<file path="src/hdl/base32_symbol_encoder_core_macros.svh">
// ----------------------------------------------------------------------------
// Assertion macros for the base32 symbol encoder
// Short forms for the checks at the end of the top level. They expect clk and
// rst_n in scope.
// ----------------------------------------------------------------------------
`ifndef BASE32_SYMBOL_ENCODER_CORE_MACROS_SVH
`define BASE32_SYMBOL_ENCODER_CORE_MACROS_SVH

// The consequent must hold in the same cycle as the antecedent.
`define B32E_ASSERT_SAME(label, ante, cons, msg) \
  label: assert property (@(posedge clk) disable iff (!rst_n) (ante) |-> (cons)) \
    else $error(msg);

// The consequent must hold in the cycle after the antecedent.
`define B32E_ASSERT_NEXT(label, ante, cons, msg) \
  label: assert property (@(posedge clk) disable iff (!rst_n) (ante) |=> (cons)) \
    else $error(msg);

`endif

</file>
<file path="src/hdl/b32e_pkg.sv">
// ----------------------------------------------------------------------------
// b32e_pkg
// Types and constants shared by the base32 symbol encoder modules.
// ----------------------------------------------------------------------------
package b32e_pkg;

  // Field and state widths.
  localparam int CODE_LEN_W = 7;
  localparam int ACC_W      = 12;
  localparam int HELD_W     = 4;
  localparam int GROUP_W    = 5;
  localparam int SYM_W      = 7;

  // Code length after reset.
  localparam logic [CODE_LEN_W-1:0] CODE_LEN_RESET = 7'd16;

  // Number of bits in one symbol group.
  localparam logic [HELD_W-1:0] GROUP_BITS = 4'd5;

  // Bits added to the accumulator by one byte.
  localparam logic [HELD_W-1:0] BYTE_BITS = 4'd8;

  // Index of the padding symbol '0'.
  localparam logic [GROUP_W-1:0] PAD_INDEX = 5'd0;

  // Crockford alphabet as ASCII codes, index 31 first.
  localparam logic [31:0][SYM_W-1:0] SYMBOL_TABLE = {
    7'd90, 7'd89, 7'd88, 7'd87, 7'd86, 7'd84, 7'd83, 7'd82,
    7'd81, 7'd80, 7'd78, 7'd77, 7'd75, 7'd74, 7'd72, 7'd71,
    7'd70, 7'd69, 7'd68, 7'd67, 7'd66, 7'd65, 7'd57, 7'd56,
    7'd55, 7'd54, 7'd53, 7'd52, 7'd51, 7'd50, 7'd49, 7'd48
  };

  // One input request.
  typedef struct packed {
    logic [7:0] data_byte;
    logic       has_byte;
    logic       end_of_message;
  } in_item_t;

  // One result request.
  typedef struct packed {
    logic [SYM_W-1:0] symbol;
    logic             last_symbol;
  } out_item_t;

  // Operands presented to the group extraction unit.
  typedef struct packed {
    logic [ACC_W-1:0]  acc;
    logic [HELD_W-1:0] held;
    logic              pad;
  } ext_req_t;

  // Result of the group extraction unit.
  typedef struct packed {
    logic [SYM_W-1:0]  symbol;
    logic [ACC_W-1:0]  acc;
    logic [HELD_W-1:0] held;
  } ext_rsp_t;

endpackage

</file>
<file path="src/hdl/b32e_extract.sv">
// ----------------------------------------------------------------------------
// b32e_extract
// Shared shift unit: maps the top five held bits of the accumulator to an
// alphabet symbol (pad symbol when padding), returns the remaining bits.
// ----------------------------------------------------------------------------
module b32e_extract (
  input  b32e_pkg::ext_req_t req,
  output b32e_pkg::ext_rsp_t rsp
);

  logic [b32e_pkg::HELD_W-1:0]  shift_amt;
  logic [b32e_pkg::ACC_W-1:0]   shifted;
  logic [b32e_pkg::ACC_W-1:0]   keep_mask;
  logic [b32e_pkg::GROUP_W-1:0] group_idx;

  // Bits below the group stay in the accumulator.
  assign shift_amt = req.held - b32e_pkg::GROUP_BITS;
  assign shifted   = req.acc >> shift_amt;
  assign keep_mask = (b32e_pkg::ACC_W'(1) << shift_amt) - b32e_pkg::ACC_W'(1);

  // Padding always emits the zero symbol.
  assign group_idx = req.pad ? b32e_pkg::PAD_INDEX : shifted[b32e_pkg::GROUP_W-1:0];

  assign rsp.symbol = b32e_pkg::SYMBOL_TABLE[group_idx];
  assign rsp.acc    = req.acc & keep_mask;
  assign rsp.held   = shift_amt;

endmodule

</file>
<file path="src/hdl/b32e_out_stage.sv">
// ----------------------------------------------------------------------------
// b32e_out_stage
// Output register for result requests. A new symbol may be loaded whenever
// the register is empty or is being taken in the same cycle.
// ----------------------------------------------------------------------------
module b32e_out_stage (
  input  logic                clk,
  input  logic                rst_n,
  input  logic                load,
  input  b32e_pkg::out_item_t load_data,
  output logic                can_load,
  output logic                out_valid,
  input  logic                out_ready,
  output b32e_pkg::out_item_t out_data
);

  logic                valid_r;
  b32e_pkg::out_item_t data_r;

  assign can_load  = !valid_r || out_ready;
  assign out_valid = valid_r;
  assign out_data  = data_r;

  // Valid flag follows loads and departures.
  always_ff @(posedge clk) begin
    if (!rst_n) begin
      valid_r <= 1'b0;
    end else if (load) begin
      valid_r <= 1'b1;
    end else if (out_ready) begin
      valid_r <= 1'b0;
    end
  end

  // Payload register needs no reset.
  always_ff @(posedge clk) begin
    if (load) begin
      data_r <= load_data;
    end
  end

endmodule

</file>
<file path="src/hdl/base32_symbol_encoder_core.sv">
// ----------------------------------------------------------------------------
// base32_symbol_encoder_core
// Byte stream to fixed-length Crockford base32 code encoder.
// ----------------------------------------------------------------------------
// Each input request is accepted in idle; a data byte that is encoded then
// produces one or two symbols before the block returns to idle, a byte that
// arrives after the code is complete is dropped, and an end of message adds
// padding symbols up to the code length and then clears the state. The single
// shared group extraction unit yields one symbol per cycle into the output
// register while that register has room, so stalls on the result channel hold
// it back. The block takes no new request until the current one is finished.
// ----------------------------------------------------------------------------
module base32_symbol_encoder_core #(
  parameter int MAX_CODE_LENGTH = 64
) (
  input  logic                clk,
  input  logic                rst_n,
  input  logic                in_valid,
  output logic                in_ready,
  input  b32e_pkg::in_item_t  in_data,
  output logic                out_valid,
  input  logic                out_ready,
  output b32e_pkg::out_item_t out_data,
  input  logic                cfg_wr_en,
  input  logic [b32e_pkg::CODE_LEN_W-1:0] cfg_wr_data
);

  `include "base32_symbol_encoder_core_macros.svh"

  localparam logic [b32e_pkg::CODE_LEN_W-1:0] MAX_LEN =
    b32e_pkg::CODE_LEN_W'(MAX_CODE_LENGTH);

  // Sequencer states.
  localparam logic [1:0] ST_IDLE = 2'd0;
  localparam logic [1:0] ST_EMIT = 2'd1;
  localparam logic [1:0] ST_PAD  = 2'd2;

  logic [1:0]                        state_r, state_nxt;
  logic [b32e_pkg::ACC_W-1:0]        acc_r, acc_nxt;
  logic [b32e_pkg::HELD_W-1:0]       held_r, held_nxt;
  logic [b32e_pkg::CODE_LEN_W-1:0]   sent_r, sent_nxt;
  logic                              eom_r, eom_nxt;
  logic [b32e_pkg::CODE_LEN_W-1:0]   cfg_len_r;
  logic [b32e_pkg::CODE_LEN_W-1:0]   len_eff;
  logic [b32e_pkg::CODE_LEN_W-1:0]   sent_inc;
  logic                              sent_lt;
  logic                              group_ready;
  logic                              take_byte;
  logic                              emit_go;
  logic                              can_load;
  b32e_pkg::ext_req_t                ext_req;
  b32e_pkg::ext_rsp_t                ext_rsp;
  b32e_pkg::out_item_t               emit_item;

  // Configuration register.
  always_ff @(posedge clk) begin
    if (!rst_n) begin
      cfg_len_r <= b32e_pkg::CODE_LEN_RESET;
    end else if (cfg_wr_en) begin
      cfg_len_r <= cfg_wr_data;
    end
  end

  // Clamp the configured length into its legal range.
  always_comb begin
    if (cfg_len_r == '0) begin
      len_eff = b32e_pkg::CODE_LEN_W'(1);
    end else if (cfg_len_r > MAX_LEN) begin
      len_eff = MAX_LEN;
    end else begin
      len_eff = cfg_len_r;
    end
  end

  assign sent_lt     = sent_r < len_eff;
  assign sent_inc    = sent_r + b32e_pkg::CODE_LEN_W'(1);
  assign group_ready = held_r >= b32e_pkg::GROUP_BITS;
  assign in_ready    = (state_r == ST_IDLE);
  assign take_byte   = in_data.has_byte && sent_lt;

  // Shared extraction unit.
  assign ext_req.acc  = acc_r;
  assign ext_req.held = held_r;
  assign ext_req.pad  = (state_r == ST_PAD);

  b32e_extract u_extract (
    .req (ext_req),
    .rsp (ext_rsp)
  );

  // A symbol leaves when one is due and the output register has room.
  assign emit_go = can_load && sent_lt &&
                   (((state_r == ST_EMIT) && group_ready) || (state_r == ST_PAD));

  assign emit_item.symbol      = ext_rsp.symbol;
  assign emit_item.last_symbol = (sent_inc == len_eff);

  b32e_out_stage u_out_stage (
    .clk       (clk),
    .rst_n     (rst_n),
    .load      (emit_go),
    .load_data (emit_item),
    .can_load  (can_load),
    .out_valid (out_valid),
    .out_ready (out_ready),
    .out_data  (out_data)
  );

  // Sequencer: load a byte, emit its groups, then pad and clear at message end.
  always_comb begin
    state_nxt = state_r;
    acc_nxt   = acc_r;
    held_nxt  = held_r;
    sent_nxt  = sent_r;
    eom_nxt   = eom_r;
    unique case (state_r)
      ST_IDLE: begin
        if (in_valid) begin
          eom_nxt = in_data.end_of_message;
          if (take_byte) begin
            acc_nxt   = {acc_r[b32e_pkg::HELD_W-1:0], in_data.data_byte};
            held_nxt  = held_r + b32e_pkg::BYTE_BITS;
            state_nxt = ST_EMIT;
          end else if (in_data.end_of_message) begin
            state_nxt = ST_PAD;
          end
        end
      end
      ST_EMIT: begin
        if (group_ready && sent_lt) begin
          if (emit_go) begin
            acc_nxt  = ext_rsp.acc;
            held_nxt = ext_rsp.held;
            sent_nxt = sent_inc;
          end
        end else begin
          state_nxt = eom_r ? ST_PAD : ST_IDLE;
        end
      end
      ST_PAD: begin
        if (sent_lt) begin
          if (emit_go) begin
            sent_nxt = sent_inc;
          end
        end else begin
          acc_nxt   = '0;
          held_nxt  = '0;
          sent_nxt  = '0;
          state_nxt = ST_IDLE;
        end
      end
      default: begin
        state_nxt = ST_IDLE;
      end
    endcase
  end

  // Sequencer and encoder state registers.
  always_ff @(posedge clk) begin
    if (!rst_n) begin
      state_r <= ST_IDLE;
      acc_r   <= '0;
      held_r  <= '0;
      sent_r  <= '0;
      eom_r   <= 1'b0;
    end else begin
      state_r <= state_nxt;
      acc_r   <= acc_nxt;
      held_r  <= held_nxt;
      sent_r  <= sent_nxt;
      eom_r   <= eom_nxt;
    end
  end

  // A symbol is only produced while the code is still short of its length.
  `B32E_ASSERT_SAME(a_emit_within_len, emit_go, sent_r < len_eff, "symbol emitted past code length")

  // The symbol flagged as last brings the count exactly to the length.
  `B32E_ASSERT_NEXT(a_last_matches_len, emit_go && emit_item.last_symbol, sent_r == len_eff, "last symbol does not complete the code")

  // Finishing the padding clears the accumulator, held and sent counts and returns to idle.
  `B32E_ASSERT_NEXT(a_pad_clears, (state_r == ST_PAD) && !sent_lt, (state_r == ST_IDLE) && (sent_r == '0) && (held_r == '0) && (acc_r == '0), "state not cleared after padding")

endmodule
</file>
<file path="config.mk">
export PLATFORM = sky130hd
export DESIGN_NAME = base32_symbol_encoder_core
export DESIGN_NICKNAME = d
export VERILOG_FILES = /design/src/hdl/b32e_pkg.sv /design/src/hdl/b32e_extract.sv /design/src/hdl/b32e_out_stage.sv /design/src/hdl/base32_symbol_encoder_core.sv
export VERILOG_INCLUDE_DIRS = /design/src /design/src/hdl
export SDC_FILE = /design/constraint.sdc
export NUM_CORES = 1
export LEC_CHECK = 0
export ABC_AREA = 1
export BUFFER_PORTS_ARGS = -buffer_cell sky130_fd_sc_hd__buf_2
export CAP_MARGIN = 0
export CORE_UTILIZATION = 35
export DETAILED_ROUTE_END_ITERATION = 16
export PLACE_DENSITY_LB_ADDON = 0.05
export SLEW_MARGIN = 20
export SYNTH_ARGS = -nofsm -noshare
export SYNTH_HDL_FRONTEND = slang
export SYNTH_SLANG_ARGS = --single-unit
</file>
<file path="constraint.sdc">
create_clock -name clk -period 2.9 [get_ports clk]
set_input_delay 0.435 -clock clk [delete_from_list [all_inputs] [get_ports clk]]
set_output_delay 0.435 -clock clk [all_outputs]
set_load 0.03 [all_outputs]
</file>
# Word level (Yosys, flattened, before mapping)
# Memories as Yosys holds them, arrays and structs flattened. A register that Yosys moved wholly into a read port is not among the register bits.
# Index checks and enable logic that the tools add are counted.
[classes]
addsub = 4
magnitude_cmp = 3
eq_ne = 10
shift = 2
muxes = 28
bitwise_logic = 1
reduce_logical = 17
[ops]
columns = ["operator", "n"]
rows = [
  ["$mux W12", 5],
  ["$pmux W12 S3", 1],
  ["$mux W7", 5],
  ["$mux W4", 5],
  ["$pmux W7 S2", 1],
  ["$and A12 B12 Y12", 1],
  ["$mux W2", 6],
  ["$pmux W4 S3", 1],
  ["$shl A1 B4 Y12 const A", 1],
  ["$shr A12 B4 Y5", 1],
  ["$sub A12 B2 Y12 const B", 1],
  ["$ne A2 B2 Y1 const B", 4],
  ["$add A7 B1 Y7 const B", 1],
  ["$eq A7 B7 Y1", 1],
  ["$gt A7 B7 Y1 const B", 1],
  ["$logic_not A7 Y1", 1],
  ["$lt A7 B7 Y1", 1],
  ["$pmux W2 S3", 1],
  ["$reduce_and A6 Y1", 1],
  ["$logic_and A1 B1 Y1", 5],
  ["$mux W5", 1],
  ["$add A4 B4 Y4 const B", 1],
  ["$ge A4 B3 Y1 const B", 1],
  ["$ne A2 B1 Y1 const B", 2],
  ["12 further kinds", 16],
]
[word_totals]
regBits = 35
romBits = 224
input_bits = 22
output_inout_bits = 10
n_memories = 1
[mem_list]
columns = ["name", "depth", "word_bits", "read_ports", "rd_clocked_by_memory_dff", "wr", "line_no", "rtl"]
rows = [
  ["(name not given)", 32, 7, 1, 1, 0, "b32e_extract.sv:24", "assign rsp.symbol = b32e_pkg::SYMBOL_TABLE[group_idx];"],
]

# Depth between registers and ports, before layout
# Gate-level depths: netlist of the first run.
[logic_depth]
word_depth = 9
ltp_mapped = 17
mapped_depth_nobuf = 17

# Cells and area by module
# From an unflattened synthesis of the first run, not the netlist that was laid out.
[unflattened]
cells_unflattened = 611
area_unflattened_um2 = 3779.9
[by_module_without_submodules]
columns = ["module", "n_inst", "cells_each", "area_each_um2", "seq_area_each_um2"]
rows = [
  ["base32_symbol_encoder_core", 1, 336, 2124.5, 660.6],
  ["b32e_extract", 1, 261, 1368.8, 0.0],
  ["b32e_out_stage", 1, 14, 286.5, 260.2],
]

# Worst setup path before layout of the first run
# OpenSTA, ideal clock, no wires.
[synth_path]
kind = "register -> register"
from = "reg held_r[0] (netlist bit)"
to = "reg u_out_stage.out_data[2] (netlist name)"
setup_time_ns = 0.253
arrival_time_ns = 2.334
required_time_ns = 2.647
slack_ns = 0.313
stages_incl_launch_ff = 15
period_less_slack_ns = 2.587
cell_sequence = "dfxtp_1 > inv_2 > ha_1 > ha_1 > buf_2 > nor3_1 > a21oi_1 > a21oi_1 > nand2_1 > ha_1 > inv_1 > nand3_1 > nand3_1 > nand3_1 > nand2_1"
[synth_between]
elab_chain_cells = 4
word_cells_on_any_way = 7
[synth_lines]
columns = ["element", "line_no", "rtl"]
rows = [
  ["from (decl)", "base32_symbol_encoder_core.sv:40", "logic [b32e_pkg::HELD_W-1:0] held_r, held_nxt;"],
  ["from (signal assigned)", "base32_symbol_encoder_core.sv:169", "held_r <= held_nxt;"],
  ["branches (longest 4 deep; another with $sub A4 B3 Y4)", "n/a", ""],
]
# Parallel ways; which one is timed is not known.
# A chain may end at the register's enable or synchronous reset.

# Worst setup path after layout of the first run
[layout_path]
from = "reg held_r[1] (netlist bit)"
to = "reg u_out_stage.out_data[2] (netlist name)"
[layout_between]
elab_chain_cells = 4
word_cells_on_any_way = 7
[layout_lines]
columns = ["element"]
rows = [
  ["branches (longest 4 deep; another with $sub A4 B3 Y4)"],
]
# Parallel ways; which one is timed is not known.

==> results of run 1 <==
## layer usage
| metal | vias to the layer above | wire (µm) | GRT usage |
|---|---|---|---|
| met5 | - | 0 | 0 |
| met4 | 0 | 127 | 0.0543 |
| met3 | 10 | 356 | 0.0274 |
| met2 | 62 | 3890 | 0.309 |
| met1 | 1486 | 4720 | 0.275 |
| li1 | 1793 | - | - |
## where the power goes
part / internal (mW) / leakage [nW] / total [mW] / switching, mW
Sequential: 0.804 / 0.351 / 0.925 / 0.121
Clock: 0.174 / 0.0494 / 0.410 / 0.236
Combinational: 0.921 / 1.40 / 2.76 / 1.83
Total: 1.90 / 1.80 / 4.09 / 2.19
## critical path: cells and delay by family (launching register included)
kind	cells	cell delay [ns]
compound gates	2	0.23
flops	1	0.37
fa+ha+maj	3	0.86
buf+inv	3	0.35
simple gates	6	0.63
## repair_timing
| item | in CTS | in global routing |
|---|---|---|
| hold buffers | 0 | 0 |
| setup buffers | 0 | 3 |
| resized for setup | 0 | 4 |
| setup endpoints to repair | 0 | 9 |
## final cells by class
cell class | count | area share
multi-input cells | 401 | 0.553
flip-flops and latches | 42 | 0.244
inverters | 70 | 0.0696
repair buffers | 44 | 0.0669
well taps | 129 | 0.0427
clock buffers | 5 | 0.0182
clock inverters | 3 | 0.00563
## layout by cell type (no fill, tap or decap), types with 10 or more instances in the layout
cell | Yosys | final
nand2_1 | 145 | 144
inv_1 | 59 | 58
nor2_1 | 55 | 54
nand3_1 | 47 | 47
dfxtp_1 | 34 | 33
a21oi_1 | 32 | 32
buf_2 | 4 | 31
o21ai_1 | 26 | 26
ha_1 | 24 | 24
o21ai_0 | 20 | 20
buf_4 | 3 | 13
inv_2 | 9 | 10
## per-stage QoR
step / power (mW) / worst slack (ns) / hold WS (ns) / cell area [µm²] / setup TNS, ns
2_1_floorplan: 3.01 / 0.313 / 0.439 / 3340 / 0
3_3_place_gp: 3.62 / 0.215 / 0.453 / 3660 / 0
3_5_place_dp: 3.61 / 0.141 / 0.455 / 3660 / 0
4_1_cts: 4.04 / 0.118 / 0.328 / 3750 / 0
5_1_grt: 4.54 / -0.00361 / 0.349 / 3780 / -0.00361
6_report: 4.09 / 0.207 / 0.331 / 3780 / 0
## worst max path at each step
stage	end	slack, ns	cells past startpoint
final	u_out_stage.out_data[2]	0.21	14
after global routing	u_out_stage.out_data[2]	-0.004	14
after CTS	u_out_stage.out_data[2]	0.12	14
after detailed placement	u_out_stage.out_data[2]	0.14	14
after global placement	u_out_stage.out_data[2]	0.21	14
after floorplan	u_out_stage.out_data[2]	0.31	14
## kinds of logic (layout without fill, tap and decap cells)
kind of cell               Yosys count  in the layout  share of synthesized area
buffers and inverters               82            122                      0.101
and+or+nand+nor                    275            275                      0.355
DFF                                 42             42                      0.276
AOI/OAI and AO/OA                   95             95                      0.160
xor gates and xnor gates             7              7                     0.0183
adders and majority gates           24             24                     0.0899
## flip-flops by register name, indices dropped and copies added, names as in the netlist
signal and count:
cfg_len_r 7, eom_r 1, u_out_stage.out_data 8, state_r 2, acc_r 12, u_out_stage.out_valid 1, held_r 4, sent_r 7
==> Implementation_results.wiki, run 1 <==
{| class="wikitable"
! Metric !! Value
|-
| Min-delay src || cfg_wr_data[4]
|-
| First-pass GRT wire length || 15.4 mm
|-
| Leakage dissipation || 1.80 nW
|-
| Final standard cell count with taps included and fillers excluded || 694
|-
| Final-stage net count || 610
|-
| Register-to-register setup slack || 0.21 ns
|-
| Post-synth ARST share || 0
|-
| Worst skew pair latency || 0.31 ns
|-
| Die area || 9940 µm²
|-
| Placeable core region || 9240 µm²
|-
| Routed WL || 9.09 mm
|-
| Syn Nets || 571
|-
| Count of different cell masters after synthesis || 36
|-
| Filler Cells Inserted || 1005
|-
| Root buffer cell || clkbuf_8
|-
| Least-Margin Pin Slew || 0.441 ns
|-
| Initial detailed-routing violation count || 162
|-
| Clock tree buffer depth || 2
|-
| Max cap viols || 0
|-
| Slew Limit Headroom || 0.706
|-
| Count of final max-slew check failures || 0
|-
| Biggest area contributors in the synthesized netlist || dfxtp_1, nand2_1, ha_1
|-
| Mean instance size in the synthesized netlist || 6.37 µm²
|-
| Crit path arrival time || 2.76 ns
|-
| Unrepaired setup endpoints after global routing || yes
|-
| Required time at the worst-slack endpoint || 2.97 ns
|-
| Main synth FF type || dfxtp_1
|-
| Biggest area consumer among synthesized cells || dfxtp_1
|-
| Synthesized flop and latch total || 42
|-
| Detail-routed net length per standard cell || 13.1 µm
|-
| Critical Path, Cell by Cell || inv_1, ha_1, ha_1, buf_4, nor3_1, a21oi_1, a21oi_1, nand2_2, ha_1, inv_1, nand3_1, nand3_1, nand3_1, nand2_1
|-
| Count of antenna diodes in the layout || 0
|-
| Effective utilization at floorplan || 0.362
|-
| Site row count || 35
|-
| Number of instances in the synthesized netlist || 525
|-
| Library cell contributing the largest single delay on the critical path || dfxtp_2
|-
| Vertical die dimension || 99.7 µm
|-
| Vias || 3351
|-
| Clock-pin slew reported for the worst setup and hold paths after clock tree synthesis || 0.10 ns
|-
| Clock period minus final worst setup slack || 2.69 ns
|-
| Quantity of I/O buffers inserted on ports || 31
|-
| PwrDens || 1080 nW/µm²
|-
| Chip Width || 99.7 µm
|-
| Classification of the worst-slack hold path || in -> reg
|-
| Count of nets left with antenna violations after detail routing || 0
|-
| Length of the first detailed-routing pass in iterations || 4
|-
| Global Route Usage Sum || 0.195
|-
| Top cell type's share of synthesized area || 0.204
|-
| Routability congestion estimate from global placement || 0.856
|-
| Instance count after placement with tap cells included || 683
|-
| Num ports || 32
|-
| Max rail drop VDD || 0.431 mV
|-
| Post-route clock skew || 0.00778 ns
|-
| Area taken by flip-flops and latches || 922 µm²
|-
| Critical path's largest stage delay || 0.37 ns
|-
| Number of H-tree levels || 2
|-
| Count of cells along the worst hold path || 3
|-
| Maximum operating frequency || 371 MHz
|-
| Critical Path End Type || flip-flop
|-
| Total clock buffers created by CTS || 5
|-
| Depth of the worst register-to-register path || 14
|-
| Worst setup startpoint || held_r[1]
|-
| Part of the Yosys area used for sequential elements || 0.276
|-
| Total standard cell area after synthesis || 3340 µm²
|-
| Outcome || finished clean
|-
| Detailed-placement wirelength estimate || 7.16 mm
|-
| Post-route fraction of the period consumed by the critical path || 0.929
|-
| Finished Core Util || 0.409
|-
| Peak fanout along the critical path || 14
|-
| Clock sink count || 42
|-
| Count of warnings emitted by yosys || 0
|-
| Via/cell ratio || 4.83
|-
| Number of hold violations in the final report || 0
|-
| Worst-case hold path end point || cfg_len_r[4]
|-
| Residual DRC || 0
|-
| Reg-to-reg critical path startpoint || held_r[1]
|-
| Area Growth Syn to Fin || 13.0%
|-
| EDFF count, synth || 8
|-
| Fraction of final layout cells with drive strength greater than 1 || 0.149
|-
| Endpoint of the lowest-slack register-to-register path || u_out_stage.out_data[2]
|-
| Total congestion overflow after global routing || 0
|-
| Maximum number of pins on one net before global-route repair || 24
|-
| Count leader, synth || nand2_1
|-
| Leading cell types by count after synthesis || nand2_1, inv_1, nor2_1, nand3_1, dfxtp_1
|-
| Vias in the first global route || 3182
|-
| Critical path launch point type || flip-flop
|-
| CTS tree || done
|-
| Endpoints failing setup || 0
|-
| Number of antenna violations at the first check in global routing || 0
|-
| Type of the worst setup path || reg -> reg
|-
| Area of combinational cells with multiple inputs || 2090 µm²
|}
(Power assumes the default switching activity.)
==> inputs of run 2 (changes only) <==
--- a/config.mk
+++ b/config.mk
@@ -12,6 +12,8 @@
 export CORE_UTILIZATION = 35
 export DETAILED_ROUTE_END_ITERATION = 16
 export PLACE_DENSITY_LB_ADDON = 0.05
+export REMOVE_ABC_BUFFERS = 1
+export SETUP_SLACK_MARGIN = 0.5
 export SLEW_MARGIN = 20
 export SYNTH_ARGS = -nofsm -noshare
 export SYNTH_HDL_FRONTEND = slang
==> run 2 against run 1 <==
Effect of this change: sequential share of layout area down 2.5 points; largest power group unchanged; utilization increased by 5.1 points; largest cell class unchanged; die area did not move.
==> Implementation_results.wiki, run 2 (synthesized netlist as in run 1, its figures left out) <==
{| class="wikitable"
! Metric !! Value
|-
| Count of nets left with antenna violations after detail routing || 0
|-
| Detailed-placement wirelength estimate || 7.06 mm
|-
| Initial detailed-routing violation count || 170
|-
| Type of the worst setup path || reg -> reg
|-
| Classification of the worst-slack hold path || in -> reg
|-
| Max rail drop VDD || 0.402 mV
|-
| Number of antenna violations at the first check in global routing || 0
|-
| Number of flip-flops in the largest register || 12
|-
| Commonest cells after routing, fill and taps aside || nand2_1, nor2_1, inv_1
|-
| Vertical die dimension || 99.7 µm
|-
| Library cell contributing the largest single delay on the critical path || dfxtp_2
|-
| Detail-routed net length per standard cell || 13.3 µm
|-
| Peak fanout along the critical path || 7
|-
| Effective utilization at floorplan || 0.362
|-
| Final instance area || 4250 µm²
|-
| Endpoints failing setup || 0
|-
| Slew Limit Headroom || 0.600
|-
| Count of antenna diodes in the layout || 0
|-
| Via/cell ratio || 4.85
|-
| Top register by number of flip-flops || acc_r
|-
| Vias || 3466
|-
| Crit path setup slack, layout || 0.514 ns
|-
| Placed standard-cell area || 3680 µm²
|-
| Least-Margin Pin Slew || 0.596 ns
|-
| Leakage dissipation || 1.93 nW
|-
| Total clock buffers created by CTS || 5
|-
| Vias in the first global route || 3361
|-
| Filler Cells Inserted || 960
|-
| Num ports || 32
|-
| CTS tree || done
|-
| Residual DRC || 0
|-
| Family of cells with the greatest summed delay on the critical path || simple AND/OR/NAND/NOR gates
|-
| Final-stage net count || 630
|-
| Fraction of final layout cells with drive strength greater than 1 || 0.260
|-
| Hold-fix buffers, CTS || 0
|-
| Routability congestion estimate from global placement || 0.917
|-
| Post-route fraction of the period consumed by the critical path || 0.823
|-
| Outcome || finished clean
|-
| Total buffers and inverters traversed by the critical path || 2
|-
| Length of the first detailed-routing pass in iterations || 6
|-
| Area Growth Syn to Fin || 27.2%
|-
| Maximum operating frequency || 419 MHz
|-
| Clock sink count || 42
|-
| Total congestion overflow after global routing || 0
|-
| Setup slack after placement || 0.149 ns
|-
| Number of H-tree levels || 2
|-
| Unrepaired setup endpoints after global routing || yes
|-
| Most used cell, CP || nand2_1
|-
| Required time at the worst-slack endpoint || 3.07 ns
|-
| Fin Setup TNS || 0 ns
|-
| Root buffer cell || clkbuf_8
|-
| Count of final max-slew check failures || 0
|-
| Critical path's largest stage delay || 0.33 ns
|-
| First-pass GRT wire length || 15.9 mm
|-
| Critical Path End Type || flip-flop
|-
| PwrDens || 1150 nW/µm²
|-
| Global Route Usage Sum || 0.200
|-
| Post-route clock skew || 0.0175 ns
|-
| Total Power Consumption || 4.91 mW
|-
| Most common cell after layout, fill and taps aside || nand2_1
|-
| Placeable core region || 9240 µm²
|-
| Site row count || 35
|-
| Worst setup startpoint || cfg_len_r[1]
|-
| Reg-to-reg critical path startpoint || cfg_len_r[1]
|-
| Min-delay src || cfg_wr_data[4]
|-
| Max cap viols || 0
|-
| Number of hold violations in the final report || 0
|-
| Clock period minus final worst setup slack || 2.39 ns
|-
| Critical Path, Cell by Cell || nor2_1, nand4_1, a21oi_1, inv_1, ha_4, a21oi_2, nand2_1, nand2_2, nand2_4, o21ai_4, nand2_2, nor2_4, buf_6, nand2_1, nand2_1, a21oi_1
|-
| Die area || 9940 µm²
|-
| Worst skew pair latency || 0.31 ns
|-
| Hold slack || 0.334 ns
|-
| Chip Width || 99.7 µm
|-
| Routed WL || 9.46 mm
|-
| Crit path arrival time || 2.56 ns
|-
| Clock-pin slew reported for the worst setup and hold paths after clock tree synthesis || 0.10 ns
|-
| Clock tree buffer depth || 2
|-
| Quantity of I/O buffers inserted on ports || 31
|-
| Maximum number of pins on one net before global-route repair || 24
|-
| Critical path launch point type || flip-flop
|}
[run 2: cell types whose count changed in the layout (fill, tap and decap cells not counted), sizes merged]
| cell | before | now |
|---|---|---|
| clkinvlp | 0 | 1 |
| bufinv | 0 | 1 |
| buf | 44 | 63 |
| inv | 71 | 69 |
| clkinv | 2 | 3 |
[run 2: metrics by stage]
stage	std cells	utilization
after floorplan	513	-
after global placement	686	0.398
after detailed placement	686	0.398
after CTS	704	0.429
after global routing	714	0.460
final	714	0.460
[run 2: worst paths after layout]
check,cells after the start,slack (ns),end
worst min register to register,2,0.47,acc_r[0]
worst min-delay path,3,0.33,cfg_len_r[4]
worst max-delay path,16,0.51,acc_r[0]
worst max register to register,16,0.51,acc_r[0]
[run 2: routing by layer]
layer  global-route usage  share of wire  up-vias
met1                0.257           0.48     1552
met5                    0              0        -
li1                     -              -     1835
met2                0.343           0.47       66
met4               0.0656          0.018        0
met3               0.0288          0.033       13
[run 2: area by class of cell]
class | count | area (µm²) | area share
Timing Repair inverter | 1 | 7.51 | 0.00177
Multi-Input combinational cell | 401 | 2330 | 0.549
Inverter | 70 | 275 | 0.0648
Sequential cell | 42 | 930 | 0.219
Tap cell | 129 | 161 | 0.0380
Clock inverter | 3 | 43.8 | 0.0103
Timing Repair Buffer | 63 | 429 | 0.101
Clock buffer | 5 | 68.8 | 0.0162
[run 2: power breakdown]
group	internal, mW	switching (mW)	leakage, nW
clock	0.258	0.229	0.0585
sequential	0.806	0.121	0.352
combinational	1.33	2.16	1.52
total	2.40	2.51	1.93
[run 2: timing repair]
action / in CTS / in global routing
setup endpoints to repair: 29 / 37
pin swaps: 10 / 23
gates cloned: 0 / 1
setup buffers: 10 / 9
gates resized for setup: 26 / 61
[run 2: worst register-to-register path, delay by kind of cell, from the launching register on]
family          cells  cell delay [ns]
simple gates        9             0.95
compound gates      4             0.50
flops               1             0.33
fa+ha+maj           1             0.22
buf+inv             2             0.26
